--- src/rtl/bdrd_pkg.sv ---
// Shared types, constants and calendar helpers for the business-day return date block.
// Used by bdrd_mul, bdrd_cal and business_day_return_date_top; no dependencies.
package bdrd_pkg;

  // Field widths
  localparam int DAYS_WIDTH = 12;
  localparam int DAY_W      = 5;
  localparam int MON_W      = 4;
  localparam int YEAR_W     = 14;
  localparam int WD_W       = 3;
  localparam int MASK_W     = 7;
  localparam int IN_BITS    = DAY_W + MON_W + YEAR_W + DAYS_WIDTH;
  localparam int IN_W       = ((IN_BITS + 7) / 8) * 8;
  localparam int OUT_BITS   = DAY_W + MON_W + YEAR_W + WD_W;
  localparam int OUT_W      = ((OUT_BITS + 7) / 8) * 8;

  // Shared multiplier
  localparam int MUL_W  = 14;
  localparam int PROD_W = 2 * MUL_W;

  // Reciprocal constants: x/100 = (x*5243)>>19 for x < 2^14, x/7 = (x*9363)>>16 for x < 13110
  localparam logic [MUL_W-1:0] RECIP_100 = 14'd5243;
  localparam int               SHIFT_100 = 19;
  localparam logic [MUL_W-1:0] RECIP_7   = 14'd9363;
  localparam int               SHIFT_7   = 16;
  localparam int               Q100_W    = 8;
  localparam int               Q7_W      = 11;

  // Calendar constants
  localparam logic [MON_W-1:0]  MON_JAN  = 4'd1;
  localparam logic [MON_W-1:0]  MON_FEB  = 4'd2;
  localparam logic [MON_W-1:0]  MON_MAR  = 4'd3;
  localparam logic [MON_W-1:0]  MON_DEC  = 4'd12;
  localparam logic [YEAR_W-1:0] YEAR_MAX = 14'd9999;
  localparam logic [WD_W-1:0]   WD_SAT   = 3'd6;

  localparam logic [MASK_W-1:0] MASK_ALL   = 7'h7F;
  localparam logic [MASK_W-1:0] MASK_RESET = 7'd96;

  // Year residues kept alongside the running date
  typedef struct packed {
    logic [1:0] r4;
    logic [6:0] r100;
    logic [8:0] r400;
  } yres_t;

  typedef struct packed {
    logic [YEAR_W-1:0] year;
    logic [MON_W-1:0]  month;
    logic [DAY_W-1:0]  day;
  } date_t;

  // Control from the sequencer to the calendar counter
  typedef struct packed {
    logic load_date;
    logic load_wd;
    logic step;
  } cal_ctrl_t;

  // Leap year from the year's residues mod 4, 100, 400
  function automatic logic is_leap(input yres_t r);
    is_leap = ((r.r4 == 2'd0) && (r.r100 != 7'd0)) || (r.r400 == 9'd0);
  endfunction

  function automatic logic [DAY_W-1:0] days_in_month(input logic [MON_W-1:0] m,
                                                     input logic leap);
    case (m)
      4'd2:    days_in_month = leap ? 5'd29 : 5'd28;
      4'd4,
      4'd6,
      4'd9,
      4'd11:   days_in_month = 5'd30;
      default: days_in_month = 5'd31;
    endcase
  endfunction

  // (31*mm)/12 of the month-shift formula, keyed by the calendar month
  function automatic logic [DAY_W-1:0] month_shift(input logic [MON_W-1:0] m);
    case (m)
      4'd1:    month_shift = 5'd28;
      4'd2:    month_shift = 5'd31;
      4'd3:    month_shift = 5'd2;
      4'd4:    month_shift = 5'd5;
      4'd5:    month_shift = 5'd7;
      4'd6:    month_shift = 5'd10;
      4'd7:    month_shift = 5'd12;
      4'd8:    month_shift = 5'd15;
      4'd9:    month_shift = 5'd18;
      4'd10:   month_shift = 5'd20;
      4'd11:   month_shift = 5'd23;
      4'd12:   month_shift = 5'd25;
      default: month_shift = 5'd0;
    endcase
  endfunction

endpackage

--- src/rtl/bdrd_mul.sv ---
// Shared 14x14 multiplier with a registered product.
// Depends on bdrd_pkg.
module bdrd_mul (
  input  logic                      clk,
  input  logic [bdrd_pkg::MUL_W-1:0]  a,
  input  logic [bdrd_pkg::MUL_W-1:0]  b,
  output logic [bdrd_pkg::PROD_W-1:0] p
);
  import bdrd_pkg::*;

  // Product register: the product appears in the cycle after the operands
  always_ff @(posedge clk) begin
    p <= PROD_W'(a) * PROD_W'(b);
  end

endmodule

--- src/rtl/bdrd_cal.sv ---
// Running date counter: day, month, year, year residues and weekday, one day per step.
// Depends on bdrd_pkg.
module bdrd_cal (
  input  logic                      clk,
  input  bdrd_pkg::cal_ctrl_t       ctrl,
  input  bdrd_pkg::date_t           date_in,
  input  bdrd_pkg::yres_t           res_in,
  input  logic [bdrd_pkg::WD_W-1:0] wd_in,
  output bdrd_pkg::date_t           date,
  output logic [bdrd_pkg::WD_W-1:0] wd
);
  import bdrd_pkg::*;

  date_t            date_next;
  yres_t            res, res_next;
  logic [WD_W-1:0]  wd_next;
  logic [DAY_W-1:0] dim;

  assign dim = days_in_month(date.month, is_leap(res));

  // Next calendar day
  always_comb begin
    date_next = date;
    res_next  = res;
    if (date.day >= dim) begin
      date_next.day = 5'd1;
      if (date.month == MON_DEC) begin
        date_next.month = MON_JAN;
        date_next.year  = date.year + 14'd1;
        res_next.r4     = res.r4 + 2'd1;
        res_next.r100   = (res.r100 == 7'd99)  ? 7'd0 : res.r100 + 7'd1;
        res_next.r400   = (res.r400 == 9'd399) ? 9'd0 : res.r400 + 9'd1;
      end else begin
        date_next.month = date.month + 4'd1;
      end
    end else begin
      date_next.day = date.day + 5'd1;
    end
    wd_next = (wd == WD_SAT) ? 3'd0 : wd + 3'd1;
  end

  // Date registers
  always_ff @(posedge clk) begin
    if (ctrl.load_date) begin
      date <= date_in;
      res  <= res_in;
    end else if (ctrl.step) begin
      date <= date_next;
      res  <= res_next;
    end
    if (ctrl.load_wd) begin
      wd <= wd_in;
    end else if (ctrl.step) begin
      wd <= wd_next;
    end
  end

endmodule

--- src/rtl/business_day_return_date_top.sv ---
// Business-day return date: validates the start date, finds its weekday with the shared
// multiplier, then walks one calendar day per cycle. States after the transfer in: LOAD,
// CHECK, SUM, MOD, WDAY, WALK, DONE; a bad date goes from CHECK, an all-weekend mask from
// WDAY, straight to DONE, whose exit registers m_axis_tvalid. The walk is about 5740 days
// at most for 4095 business days with the reset mask, about 28670 with one business day a
// week. One item at a time; s_axis_tready is high only while idle. rst (synchronous,
// active high) clears the sequencer and output valid and sets weekend_mask to 96.
module business_day_return_date_top (
  input  logic                            clk,
  input  logic                            rst,
  // Input: day[4:0], month[8:5], year[22:9], vacation_days[34:23], zero pad
  input  logic                            s_axis_tvalid,
  output logic                            s_axis_tready,
  input  logic [bdrd_pkg::IN_W-1:0]       s_axis_tdata,
  // Output: day[4:0], month[8:5], year[22:9], weekday[25:23], zero pad
  output logic                            m_axis_tvalid,
  input  logic                            m_axis_tready,
  output logic [bdrd_pkg::OUT_W-1:0]      m_axis_tdata,
  // Output flag: bad_date
  output logic                            m_axis_tuser,
  // Weekend mask write
  input  logic                            cfg_valid,
  output logic                            cfg_ready,
  input  logic [bdrd_pkg::MASK_W-1:0]     cfg_data
);
  import bdrd_pkg::*;

  typedef enum logic [7:0] {
    ST_IDLE  = 8'b0000_0001,
    ST_LOAD  = 8'b0000_0010,
    ST_CHECK = 8'b0000_0100,
    ST_SUM   = 8'b0000_1000,
    ST_MOD   = 8'b0001_0000,
    ST_WDAY  = 8'b0010_0000,
    ST_WALK  = 8'b0100_0000,
    ST_DONE  = 8'b1000_0000
  } state_t;

  state_t              st, st_next;
  logic [MASK_W-1:0]   weekend_mask;
  date_t               in_date;
  logic [DAYS_WIDTH-1:0] left, left_next;
  logic [YEAR_W-1:0]   sum_reg;
  logic                bad;

  logic [MUL_W-1:0]    mul_a, mul_b;
  logic [PROD_W-1:0]   prod;
  cal_ctrl_t           cal_ctrl;
  yres_t               yres;
  date_t               cal_date;
  logic [WD_W-1:0]     cal_wd, wd_calc;

  logic [Q100_W-1:0]   q100;
  logic [Q7_W-1:0]     q7;
  logic [YEAR_W-1:0]   r100_w, r400_w, yy, sum_w, wd_w;
  logic                before_mar, date_ok, off_day, out_free;

  assign s_axis_tready = (st == ST_IDLE);
  assign cfg_ready     = 1'b1;
  assign out_free      = !m_axis_tvalid || m_axis_tready;

  // Weekend mask register
  always_ff @(posedge clk) begin
    if (rst) begin
      weekend_mask <= MASK_RESET;
    end else if (cfg_valid) begin
      weekend_mask <= cfg_data;
    end
  end

  // Quotients from the shared multiplier
  assign q100 = prod[SHIFT_100 +: Q100_W];
  assign q7   = prod[SHIFT_7 +: Q7_W];

  // Year residues and start-date check
  assign r100_w     = in_date.year - YEAR_W'(q100) * 14'd100;
  assign r400_w     = in_date.year - YEAR_W'(q100[Q100_W-1:2]) * 14'd400;
  assign yres.r4    = in_date.year[1:0];
  assign yres.r100  = r100_w[6:0];
  assign yres.r400  = r400_w[8:0];
  assign date_ok    = (in_date.month >= MON_JAN) && (in_date.month <= MON_DEC) &&
                      (in_date.year != 14'd0) && (in_date.year <= YEAR_MAX) &&
                      (in_date.day != 5'd0) &&
                      (in_date.day <= days_in_month(in_date.month, is_leap(yres)));

  // Month-shift weekday sum
  assign before_mar = (in_date.month < MON_MAR);
  assign yy         = in_date.year - YEAR_W'(before_mar);
  assign sum_w      = YEAR_W'(in_date.day) + yy + (yy >> 2) - YEAR_W'(q100) +
                      YEAR_W'(q100[Q100_W-1:2]) + YEAR_W'(month_shift(in_date.month));
  assign wd_w       = sum_reg - YEAR_W'(q7) * 14'd7;
  assign wd_calc    = wd_w[WD_W-1:0];

  assign off_day    = weekend_mask[cal_wd];

  // Multiplier operand select
  always_comb begin
    mul_a = '0;
    mul_b = '0;
    case (st)
      ST_LOAD: begin
        mul_a = in_date.year;
        mul_b = RECIP_100;
      end
      ST_CHECK: begin
        mul_a = yy;
        mul_b = RECIP_100;
      end
      ST_MOD: begin
        mul_a = sum_reg;
        mul_b = RECIP_7;
      end
      default: begin
        mul_a = '0;
        mul_b = '0;
      end
    endcase
  end

  bdrd_mul u_mul (
    .clk (clk),
    .a   (mul_a),
    .b   (mul_b),
    .p   (prod)
  );

  bdrd_cal u_cal (
    .clk     (clk),
    .ctrl    (cal_ctrl),
    .date_in (in_date),
    .res_in  (yres),
    .wd_in   (wd_calc),
    .date    (cal_date),
    .wd      (cal_wd)
  );

  // Sequencer
  always_comb begin
    st_next   = st;
    left_next = left;
    cal_ctrl  = '0;
    case (st)
      ST_IDLE: begin
        if (s_axis_tvalid) st_next = ST_LOAD;
      end
      ST_LOAD: begin
        st_next = ST_CHECK;
      end
      ST_CHECK: begin
        cal_ctrl.load_date = 1'b1;
        st_next = date_ok ? ST_SUM : ST_DONE;
      end
      ST_SUM: begin
        st_next = ST_MOD;
      end
      ST_MOD: begin
        st_next = ST_WDAY;
      end
      ST_WDAY: begin
        cal_ctrl.load_wd = 1'b1;
        st_next = (weekend_mask == MASK_ALL) ? ST_DONE : ST_WALK;
      end
      ST_WALK: begin
        if (left != '0) begin
          cal_ctrl.step = 1'b1;
          if (!off_day) left_next = left - 1'b1;
        end else if (off_day) begin
          cal_ctrl.step = 1'b1;
        end else begin
          st_next = ST_DONE;
        end
      end
      ST_DONE: begin
        if (out_free) st_next = ST_IDLE;
      end
      default: begin
        st_next = ST_IDLE;
      end
    endcase
  end

  always_ff @(posedge clk) begin
    if (rst) begin
      st <= ST_IDLE;
    end else begin
      st <= st_next;
    end
  end

  // Item registers
  always_ff @(posedge clk) begin
    if (s_axis_tvalid && s_axis_tready) begin
      in_date.day   <= s_axis_tdata[DAY_W-1:0];
      in_date.month <= s_axis_tdata[DAY_W +: MON_W];
      in_date.year  <= s_axis_tdata[DAY_W+MON_W +: YEAR_W];
      left          <= s_axis_tdata[DAY_W+MON_W+YEAR_W +: DAYS_WIDTH];
    end else begin
      left <= left_next;
    end
    if (st == ST_CHECK) bad <= !date_ok;
    if (st == ST_SUM)   sum_reg <= sum_w;
  end

  // Output register
  always_ff @(posedge clk) begin
    if (rst) begin
      m_axis_tvalid <= 1'b0;
    end else if (st == ST_DONE && out_free) begin
      m_axis_tvalid <= 1'b1;
    end else if (m_axis_tready) begin
      m_axis_tvalid <= 1'b0;
    end
  end

  always_ff @(posedge clk) begin
    if (st == ST_DONE && out_free) begin
      m_axis_tuser <= bad;
      if (bad) begin
        m_axis_tdata <= OUT_W'({3'd0, in_date.year, in_date.month, in_date.day});
      end else begin
        m_axis_tdata <= OUT_W'({cal_wd, cal_date.year, cal_date.month, cal_date.day});
      end
    end
  end

endmodule

--- config.mk ---
export PLATFORM = sky130hd
export DESIGN_NAME = business_day_return_date_top
export DESIGN_NICKNAME = d
export VERILOG_FILES = /design/src/rtl/bdrd_pkg.sv /design/src/rtl/bdrd_mul.sv /design/src/rtl/bdrd_cal.sv /design/src/rtl/business_day_return_date_top.sv
export SDC_FILE = /design/constraint.sdc
export NUM_CORES = 1
export LEC_CHECK = 0
export BUFFER_PORTS_ARGS = -buffer_cell sky130_fd_sc_hd__buf_4
export CORE_ASPECT_RATIO = 0.75
export CORE_MARGIN = 8
export CORE_UTILIZATION = 36
export DETAILED_ROUTE_END_ITERATION = 8
export GPL_ROUTABILITY_DRIVEN = 1
export PLACE_DENSITY = 0.61
export REMOVE_ABC_BUFFERS = 1
export SKIP_CTS_REPAIR_TIMING = 1
export SLEW_MARGIN = 10
export SYNTH_ARGS = -nofsm -noshare
export SYNTH_HDL_FRONTEND = slang
export SYNTH_SLANG_ARGS = --single-unit
export TNS_END_PERCENT = 30
--- constraint.sdc ---
create_clock -name clk -period 8.6 [get_ports clk]
set_input_delay 0 -clock clk [delete_from_list [all_inputs] [get_ports clk]]
set_output_delay 0 -clock clk [all_outputs]
set_load 0.1 [all_outputs]
# After elaboration in Yosys (flattened, before gate mapping)
# Memory sizes are Yosys's and may differ from the RTL's. A register that Yosys moved wholly into a read port is not among the register bits.
# Cells that the tools add are included.
[classes] add_sub_neg=17 n_mul=4 order_cmp=7 n_eq_ne=28 muxes=43 n_reduce_logical=37
[op_table] op="$mux 18" n=5
[op_table] op="$mux 23" n=3
[op_table] op="$pmux 8 s8" n=1
[op_table] op="$mux 12" n=4
[op_table] op="$mux 8" n=6
[op_table] op="$pmux 14 s3" n=1
[op_table] op="$pmux 14 s2" n=1
[op_table] op="$mul 14x14->27" n=1
[op_table] op="$eq 4x4->1 const B" n=5
[op_table] op="$logic_not 9->1" n=2
[op_table] op="$eq 4x3->1 const B" n=4
[op_table] op="$add 14x1->14 const B" n=1
[op_table] op="$add 14x12->14" n=1
[op_table] op="$add 14x5->14" n=1
[op_table] op="$add 14x6->14" n=1
[op_table] op="$add 5x14->14" n=1
[op_table] op="$eq 7x7->1 const B" n=2
[op_table] op="$le 14x14->1 const B" n=1
[op_table] op="$mux 14" n=1
[op_table] op="$reduce_bool 14->1" n=1
[op_table] op="$reduce_bool 2->1" n=7
[op_table] op="$reduce_bool 7->1" n=2
[op_table] op="$sub 14x1->14" n=1
[op_table] op="$sub 14x8->14" n=1
[op_table] op="other kinds (52)" n=82
[totals] reg_bits=170 rom_bits=80 elab_cells=157 n_memories=1
[mem_list] memory="(no name shown)" depth=16 word_bits=5 read_ports=1 rd_clocked_by_memory_dff=1 wr=0 line="bdrd_pkg.sv:79" rtl="case (m)"

# Longest topological paths before layout
# Gate-level depths: netlist of the first run.
[depth] depth_word=11 depth_mapped=30 ltp_nobuf=29

# Cells and area by module
# From an unflattened synthesis of the first run, not the netlist that was laid out.
[unflattened] cells_unflattened=1698 area_unflattened_um2=16631.0
[by_module_without_submodules] module="bdrd_mul" n_inst=1 cells_each=817 area_each_um2=7220.7 seq_area_each_um2=560.5
[by_module_without_submodules] module="business_day_return_date_top" n_inst=1 cells_each=620 area_each_um2=6701.4 seq_area_each_um2=2732.6
[by_module_without_submodules] module="bdrd_cal" n_inst=1 cells_each=261 area_each_um2=2708.8 seq_area_each_um2=1321.3

# Worst setup path before layout of the first run
# Ideal clock, no wire load.
[synth_timing] path_type="reg2reg" start="register in_date[8] (netlist name)" end="register u_mul.p[26] (netlist name)" arrival_ps=7157 required_time_ps=8479 setup_slack_ps=1322 stages_incl_launch_ff=31 n_path_buf=1 synth_period_minus_slack_ps=7278 path_cell_list="edfxtp_1 clkbuf_1 a211oi_1 ha_1 or4b_4 or4_2 xnor2_1 inv_1 o21ai_2 nor2_1 inv_1 ha_1 inv_1 fa_1 inv_1 fa_1 inv_1 fa_1 inv_1 fa_1 inv_1 fa_1 inv_1 ha_1 nand3_1 a21boi_0 o22ai_1 a2bb2oi_1 and2_1 o311a_1 xnor2_1"
[synth_via] elab_chain_cells=4
[synth_rtl] element="start: declaration" line="business_day_return_date_top.sv:41" rtl="date_t in_date;"
[synth_rtl] element="$lt 4x2->1" line="business_day_return_date_top.sv:87" rtl="assign before_mar = (in_date.month < MON_MAR);"
[synth_rtl] element="$sub 14x1->14" line="business_day_return_date_top.sv:88" rtl="assign yy = in_date.year - YEAR_W'(before_mar);"
[synth_rtl] element="$pmux 14 s3" line="business_day_return_date_top.sv:100" rtl="case (st)"
[synth_rtl] element="$mul 14x14->27" line="bdrd_mul.sv:13" rtl="p <= PROD_W'(a) * PROD_W'(b);"
[synth_rtl] element="end signal: assignment" line="bdrd_mul.sv:13"
[synth_rtl] element="end: declaration" line="bdrd_mul.sv:7" rtl="output logic [bdrd_pkg::PROD_W-1:0] p"
# No other way between the ends.
# A chain may end at the register's enable or synchronous reset.

# Final worst setup path of the first run
[layout_timing] start="register in_date[8] (netlist name)" end="register u_mul.p[24] (netlist name)"
# The elaborated chain is that of the path after synthesis.

==> metrics.md, run 1 <==
| Metric | Value |
|---|---|
| DR vias/cell | `4.93` |
| Async SR Flop Fraction | `0` |
| CP cell instances | `a211oi_1 > ha_1 > or4b_4 > or3b_4 > o31ai_1 > nand2b_1 > ha_1 > inv_1 > fa_1 > inv_1 > fa_1 > fa_1 > fa_1 > inv_1 > fa_1 > inv_1 > ha_1 > and3_1 > and3_1 > and4_1 > o211a_1 > a31oi_1 > o311ai_0 > o31a_1` |
| IO Port Bufs | `75` |
| Xor and xnor area share after synthesis | `0.0544` |
| Ys Warns | `0` |
| Max FFs per register | `26` |
| Final setup fails | `0` |
| Req. time, crit path | `8.94 ns` |
| Vias in the first global route | `around 10,000` |
| Synth Register Bits | `between 150 and 200` |
| Worst relative slew slack | `0.355` |
| Critical path class | `reg -> reg` |
| Routed met2 length | `14.9 mm` |
| Post-synthesis cell area | `14,000 µm²` |
| Sequential fraction of the synthesis area | `0.306` |
| Leak | `7.78 nW` |
| Area Overhead vs Synth | `16.7%` |
| Tightest Pin Transition | `0.960 ns` |
| Routed Antenna Nets | `0` |
| CTS tree | `yes` |
| RD Place Congestion | `0.907` |
| Metal3 WL | `2.06 mm` |
| DP Cell Count | `around 2,000` |
| Total length of routed wires | `34.3 mm` |
| Rows | `62` |
| Drt first pass iters | `5` |
| Slack of the critical path | `roughly 0.36 ns` |
| Vias | `about 10,000` |
| Top flop regs | `m_axis_tdata: 26 flops, in_date: 23 flops, u_cal.date: 23 flops` |
| Reg with most FFs | `m_axis_tdata` |
| Period Utilization, post-route | `0.958` |
| Die X | `244 µm` |
| Post-synthesis mux area share | `0.0286` |
| Type of origin of the critical path | `flop` |
| Top cells by count, synth | `261 x inv_1, 182 x ha_1, 121 x edfxtp_1` |
| Fin area | `16,300 µm²` |
| Top cell type by total area after synthesis | `edfxtp_1` |
| Total die area | `45,500 µm²` |
| Share of cells above drive strength 1 | `0.107` |
| Clock Tree Buf Depth | `2` |
| Clock Sinks | `roughly 150` |
| H-tree depth | `4` |
| Root Driver | `clkbuf_16` |
| Number of remaining DRC errors | `0` |
| Cell with the most instances after synthesis | `inv_1` |
| Final core occ | `0.426` |
| Synth Area in Compound Gates | `0.0878` |
| Max-cap violation count | `0` |
| Sum of routed wire segments on met1 | `16.9 mm` |
| Global-route wire length before repair | `54.3 mm` |
| Grt ovf | `0` |
| Post-Synth Adder-Cell Area | `0.320` |
| Crit path DAT | `8.58 ns` |
| Clk_skew | `0.0115 ns` |
| CP max stage cell | `o31ai_1` |
| Number of synthesized flops with an enable pin | `121` |
| Setup WS pre-CTS | `0.470 ns` |
| Worst min path class | `in -> reg` |
| RSZ-0062 raised after global routing | `no` |
| Outcome | `complete, no violations` |
| Synth Area per Inst | `10.0 µm²` |
| I/O pins | `88` |
| Synthesized-area fraction occupied by and/or/nand/nor cells | `0.120` |
| Cell mode on critical path | `fa_1` |
| Final slew viol count | `0` |
| Max rail drop VDD | `0.199 mV` |
| Max layer used | `met4` |
| Layout Cells excl Fill | `between 2,000 and 2,500` |
| CP max stage delay | `0.79 ns` |
| Largest cells by area after synthesis | `edfxtp_1 26%, ha_1 16%, fa_1 16%` |
| DP Area | `15,200 µm²` |
| Inserted Clock Buffers | `17` |
| Final min period | `8.24 ns` |
| # nets final | `1,877` |
| HPWL after DPL | `27.5 mm` |
| Die height | `roughly 190 µm` |
| Largest family of logic cells by synthesized area | `adder cells` |
| Highest Clock Rate | `121 MHz` |
| Wire per inst | `16.7 µm` |
| Worst-path maximum fanout | `10` |
| Reg clk slew, reported paths | `0.07 ns` |
| Largest net degree at the start of global routing | `37` |
| Post-synth top flop | `edfxtp_1` |
| Yosys top cell area share | `0.260` |
| Core box area | `~38,000 µm²` |
| Setup_tns | `0 ns` |
| Aggregate global-route resource usage | `0.149` |
| Count of cell types in the netlist | `79` |
| Worst-Skew Late Latency | `between 0.4 and 0.5 ns` |
| Effective utilization at floorplan | `0.365` |
| Synth Instances | `1,398` |
| CP endpoint kind | `flop` |
| First DRT Iteration DRCs | `888` |
| Final count of hold timing violations | `0` |
| Filler cell count | `3,699` |
| Antenna violations before repair | `0` |
| Pwr/cell area | `181 nW/µm²` |
## cell type report
type                            count  area, µm²  share of cell area
Tap cell                          512        641              0.0392
Clock buffer                       17        425              0.0260
Antenna cell                        1       2.50            0.000153
Inverter                          264        991              0.0607
Timing Repair Buffer              147       1250              0.0763
Sequential cell                   153       4270               0.262
Clock inverter                     15        168              0.0103
Multi-Input combinational cell    950       8580               0.526
## critical path, delay by kind of cell (launching register included)
| kind | cells | cell delay [ns] |
|---|---|---|
| fa+ha+maj | 8 | 3.16 |
| compound gates | 6 | 2.20 |
| simple gates | 6 | 1.96 |
| flops | 1 | 0.55 |
| buf+inv | 4 | 0.25 |
## layer usage
layer	vias up	global-route usage
met3	25	0.0357
met5	-	0
li1	4959	-
met1	4924	0.221
met2	237	0.215
met4	0	0.0336
## final timing paths
check / start / to / slack, ns / cells past startpoint
min reg2reg: u_cal.res[16]$_DFFE_PP_ / u_cal.res[16]$_DFFE_PP_ / 0.60 / 1
min: s_axis_tdata[14] / in_date[14]$_DFFE_PP_ / 0.27 / 2
max reg2reg: in_date[8]$_DFFE_PP_ / u_mul.p[24]$_DFF_P_ / 0.36 / 24
max: in_date[8]$_DFFE_PP_ / u_mul.p[24]$_DFF_P_ / 0.36 / 24
## placed cells by master, fill, tap and decap left out, types with 5 or more instances in the layout
master	Yosys	final
nor2_1	85	85
a21o_1	15	15
ha_1	182	182
dlygate4sd3_1	0	57
a21oi_1	56	56
mux2_2	20	20
o22ai_1	12	12
o21ai_0	60	60
conb_1	2	7
nor2b_1	14	13
nor4_1	5	5
dfxtp_1	32	32
edfxtp_1	121	121
and3_1	11	11
inv_1	261	261
nand2b_1	12	12
or2_2	6	6
a31oi_1	8	8
nand4_1	10	10
fa_1	110	110
nand2_1	93	93
xor2_1	25	25
xnor2_1	60	60
nand3_1	28	28
nor4b_1	5	5
clkbuf_16	0	17
nor3_1	15	15
and2_1	14	14
mux2i_1	13	13
buf_4	8	90
## metrics by stage
step	total power, mW	hold WS, ns
global placement	2.15	0.179
global route	3.19	0.262
CTS	2.96	-0.300
detailed placement	2.16	0.180
finish	2.96	0.270
floorplan	1.87	0.0691
## kinds of logic after synthesis
logic type               Yosys count
AO/OA/AOI/OAI                    200
XOR/XNOR                          86
AND/OR/NAND/NOR                  330
buffers and inverters            300
other                              2
flip-flops                       153
adder cells (fa/ha/maj)          292
multiplexers                      35
## report_power, final
group	total, mW	switching [mW]	internal, mW
clock	0.779	0.345	0.434
sequential	0.974	0.0627	0.912
combinational	1.21	0.686	0.522
(Power assumes the default switching activity.)
==> run 2, diff against run 1 <==
--- a/config.mk
+++ b/config.mk
@@ -17,5 +17,6 @@
 export SLEW_MARGIN = 10
 export SYNTH_ARGS = -nofsm -noshare
 export SYNTH_HDL_FRONTEND = slang
+export SYNTH_HIERARCHICAL = 1
 export SYNTH_SLANG_ARGS = --single-unit
 export TNS_END_PERCENT = 30
==> run 2 against run 1 <==
Cell area increased by 14%. Synthesized cell count increased by 18%. Global-route usage increased by 0.74 points. Register-to-register slack better by 0.26 ns. Hold slack got worse by 0.22 ns. Maximum frequency rose by 3.2%. Clock power shrank 4.4%.
==> metrics.md, run 2 <==
| Metric | Value |
|---|---|
| Rows | `67 (was 62)` |
| Max-cap violation count | `0 (unchanged)` |
| Root Driver | `clkbuf_16 (unchanged)` |
| Final min period | `7.99 ns (was 8.24 ns)` |
| Vias | `11,900 (was 10,100)` |
| Leading cell type in the layout, fill and taps excluded | `inv_1 (unchanged)` |
| Die X | `260 µm (was 244 µm)` |
| Critical path startpoint | `in_date[7]$_DFFE_PP_ (was in_date[8]$_DFFE_PP_)` |
| Ys Warns | `6 (was 0)` |
| Crit path DAT | `8.32 ns (was 8.58 ns)` |
| Filler cell count | `4,231 (was 3,699)` |
| Reg with most FFs | `m_axis_tdata (unchanged)` |
| Type of origin of the critical path | `flop (unchanged)` |
| Total length of routed wires | `39.8 mm (was 34.3 mm)` |
| Antenna violations before repair | `0 (unchanged)` |
| Most frequent cells in the layout | `273 x inv_1, 186 x nand2_1, 168 x fa_1, 156 x ha_1, 121 x edfxtp_1 (was 261 x inv_1, 182 x ha_1, 121 x edfxtp_1, 110 x fa_1, 93 x nand2_1)` |
| Diodes inserted | `0 (was 1)` |
| Inserted Clock Buffers | `17 (unchanged)` |
| Hold path start | `s_axis_tvalid (was s_axis_tdata[14])` |
| DR vias/cell | `4.97 (was 4.93)` |
| Setup_tns | `0 ns (unchanged)` |
| Worst-path maximum fanout | `9 (was 10)` |
| Synth Instances | `1,650 (was 1,398)` |
| Number of remaining DRC errors | `0 (unchanged)` |
| Tightest Pin Transition | `1.07 ns (was 0.960 ns)` |
| Grt ovf | `0 (unchanged)` |
| IO Port Bufs | `75 (unchanged)` |
| # nets final | `2,173 (was 1,877)` |
| Max rail drop VDD | `0.194 mV (was 0.199 mV)` |
| I/O pins | `88 (unchanged)` |
| Final total power | `3.95 mW (was 2.96 mW)` |
| Pwr/cell area | `212 nW/µm² (was 181 nW/µm²)` |
| Top flop regs | `m_axis_tdata: 26 flops, in_date: 23 flops, u_cal/date: 23 flops (was m_axis_tdata: 26 flops, in_date: 23 flops, u_cal.date: 23 flops)` |
| Final core occ | `0.420 (was 0.426)` |
| Vias in the first global route | `12,200 (was 9,975)` |
| H-tree depth | `4 (unchanged)` |
| Die height | `199 µm (was 187 µm)` |
| RSZ-0062 raised after global routing | `no (unchanged)` |
| Period Utilization, post-route | `0.929 (was 0.958)` |
| Post-synthesis cell area | `16,100 µm² (was 14,000 µm²)` |
| Final setup fails | `0 (unchanged)` |
| Leak | `8.46 nW (was 7.78 nW)` |
| RD Place Congestion | `0.874 (was 0.907)` |
| Worst-Skew Late Latency | `0.44 ns (was 0.45 ns)` |
| HPWL after DPL | `30.4 mm (was 27.5 mm)` |
| Highest Clock Rate | `125 MHz (was 121 MHz)` |
| Area of the multi-input gates | `10,600 µm² (was 8580 µm²)` |
| DP Cell Count | `2,308 (was 1,969)` |
| Routed Antenna Nets | `0 (unchanged)` |
| Layout Cells excl Fill | `2,396 (was 2,059)` |
| Req. time, crit path | `8.93 ns (was 8.94 ns)` |
| Worst min path class | `in -> reg (unchanged)` |
| Total die area | `51,700 µm² (was 45,500 µm²)` |
| Global-route wire length before repair | `65.0 mm (was 54.3 mm)` |
| Final slew viol count | `0 (unchanged)` |
| CTS tree | `yes (unchanged)` |
| Critical path class | `reg -> reg (unchanged)` |
| Wire per inst | `16.6 µm (was 16.7 µm)` |
| Effective utilization at floorplan | `0.362 (was 0.365)` |
| Reg-to-reg startpoint | `in_date[7]$_DFFE_PP_ (was in_date[8]$_DFFE_PP_)` |
| CP endpoint kind | `flop (unchanged)` |
| Aggregate global-route resource usage | `0.156 (was 0.149)` |
| Share of cells above drive strength 1 | `0.112 (was 0.107)` |
| Worst relative slew slack | `0.283 (was 0.355)` |
| Final count of hold timing violations | `0 (unchanged)` |
| Core box area | `44,300 µm² (was 38,300 µm²)` |
| CP max stage delay | `0.54 ns (was 0.79 ns)` |
| Largest net degree at the start of global routing | `56 (was 37)` |
| CP max stage cell | `fa_1 (was o31ai_1)` |
| Synth Area per Inst | `9.73 µm² (was 10.0 µm²)` |
| Reg clk slew, reported paths | `0.07 ns (about the same)` |
| Clock Tree Buf Depth | `2 (unchanged)` |
| Outcome | `complete, no violations (unchanged)` |
| Max FFs per register | `26 (unchanged)` |
| Clock Sinks | `153 (unchanged)` |
| Drt first pass iters | `5 (unchanged)` |
| Reg area | `4270 µm² (unchanged)` |
| Area Overhead vs Synth | `15.9% (was 16.7%)` |
| First DRT Iteration DRCs | `829 (was 888)` |
| Clk_skew | `0.0131 ns (was 0.0115 ns)` |
| Hold_ws | `0.0498 ns (was 0.270 ns)` |
run 2: final cells by class:
class / count / share of cell area
multi-input combinational: 1184 / 0.569
sequential: 153 / 0.230
clock inverter: 11 / 0.00403
tap: 586 / 0.0394
inverter: 276 / 0.0557
timing repair buffer: 165 / 0.0748
clock buffer: 21 / 0.0273
run 2: worst paths after layout:
path / cells after the start / endpoint / slack (ns)
setup / recovery: 28 / u_mul/p[25]$_DFF_P_ / 0.61
hold / removal: 5 / st[5]$_SDFFE_PP0P_ / 0.05
setup reg to reg: 28 / u_mul/p[25]$_DFF_P_ / 0.61
hold reg to reg: 2 / st[0]$_SDFFE_PP1P_ / 0.58
run 2: routing by layer:
layer,GRT usage,share of wire,vias up
met5,0,0,-
met4,0.0314,0.012,0
met3,0.0252,0.053,32
met2,0.233,0.43,298
met1,0.236,0.50,5884
li1,-,-,5686
run 2: worst max-delay path: cells and delay by family, from the launching register on:
kind	cells	cell delay [ns]
buffers and inverters	8	0.79
xor gates and xnor gates	1	0.32
AOI/OAI and AO/OA	5	1.48
DFF	1	0.51
and+or+nand+nor	5	0.87
adders and majority gates	9	3.93
run 2: metrics by stage:
stage                     worst slack (ns)  instance area, µm²
after floorplan                      0.792               15900
after global placement               0.739               17500
after detailed placement             0.671               17500
after CTS                            0.618               18000
after global routing                 0.250               18600
final                                0.615               18600
run 2: where the power goes:
group,switching [mW],internal (mW),total (mW)
clock network,0.318,0.427,0.745
logic,1.23,0.872,2.11
registers,0.102,0.993,1.10
total,1.65,2.29,3.95
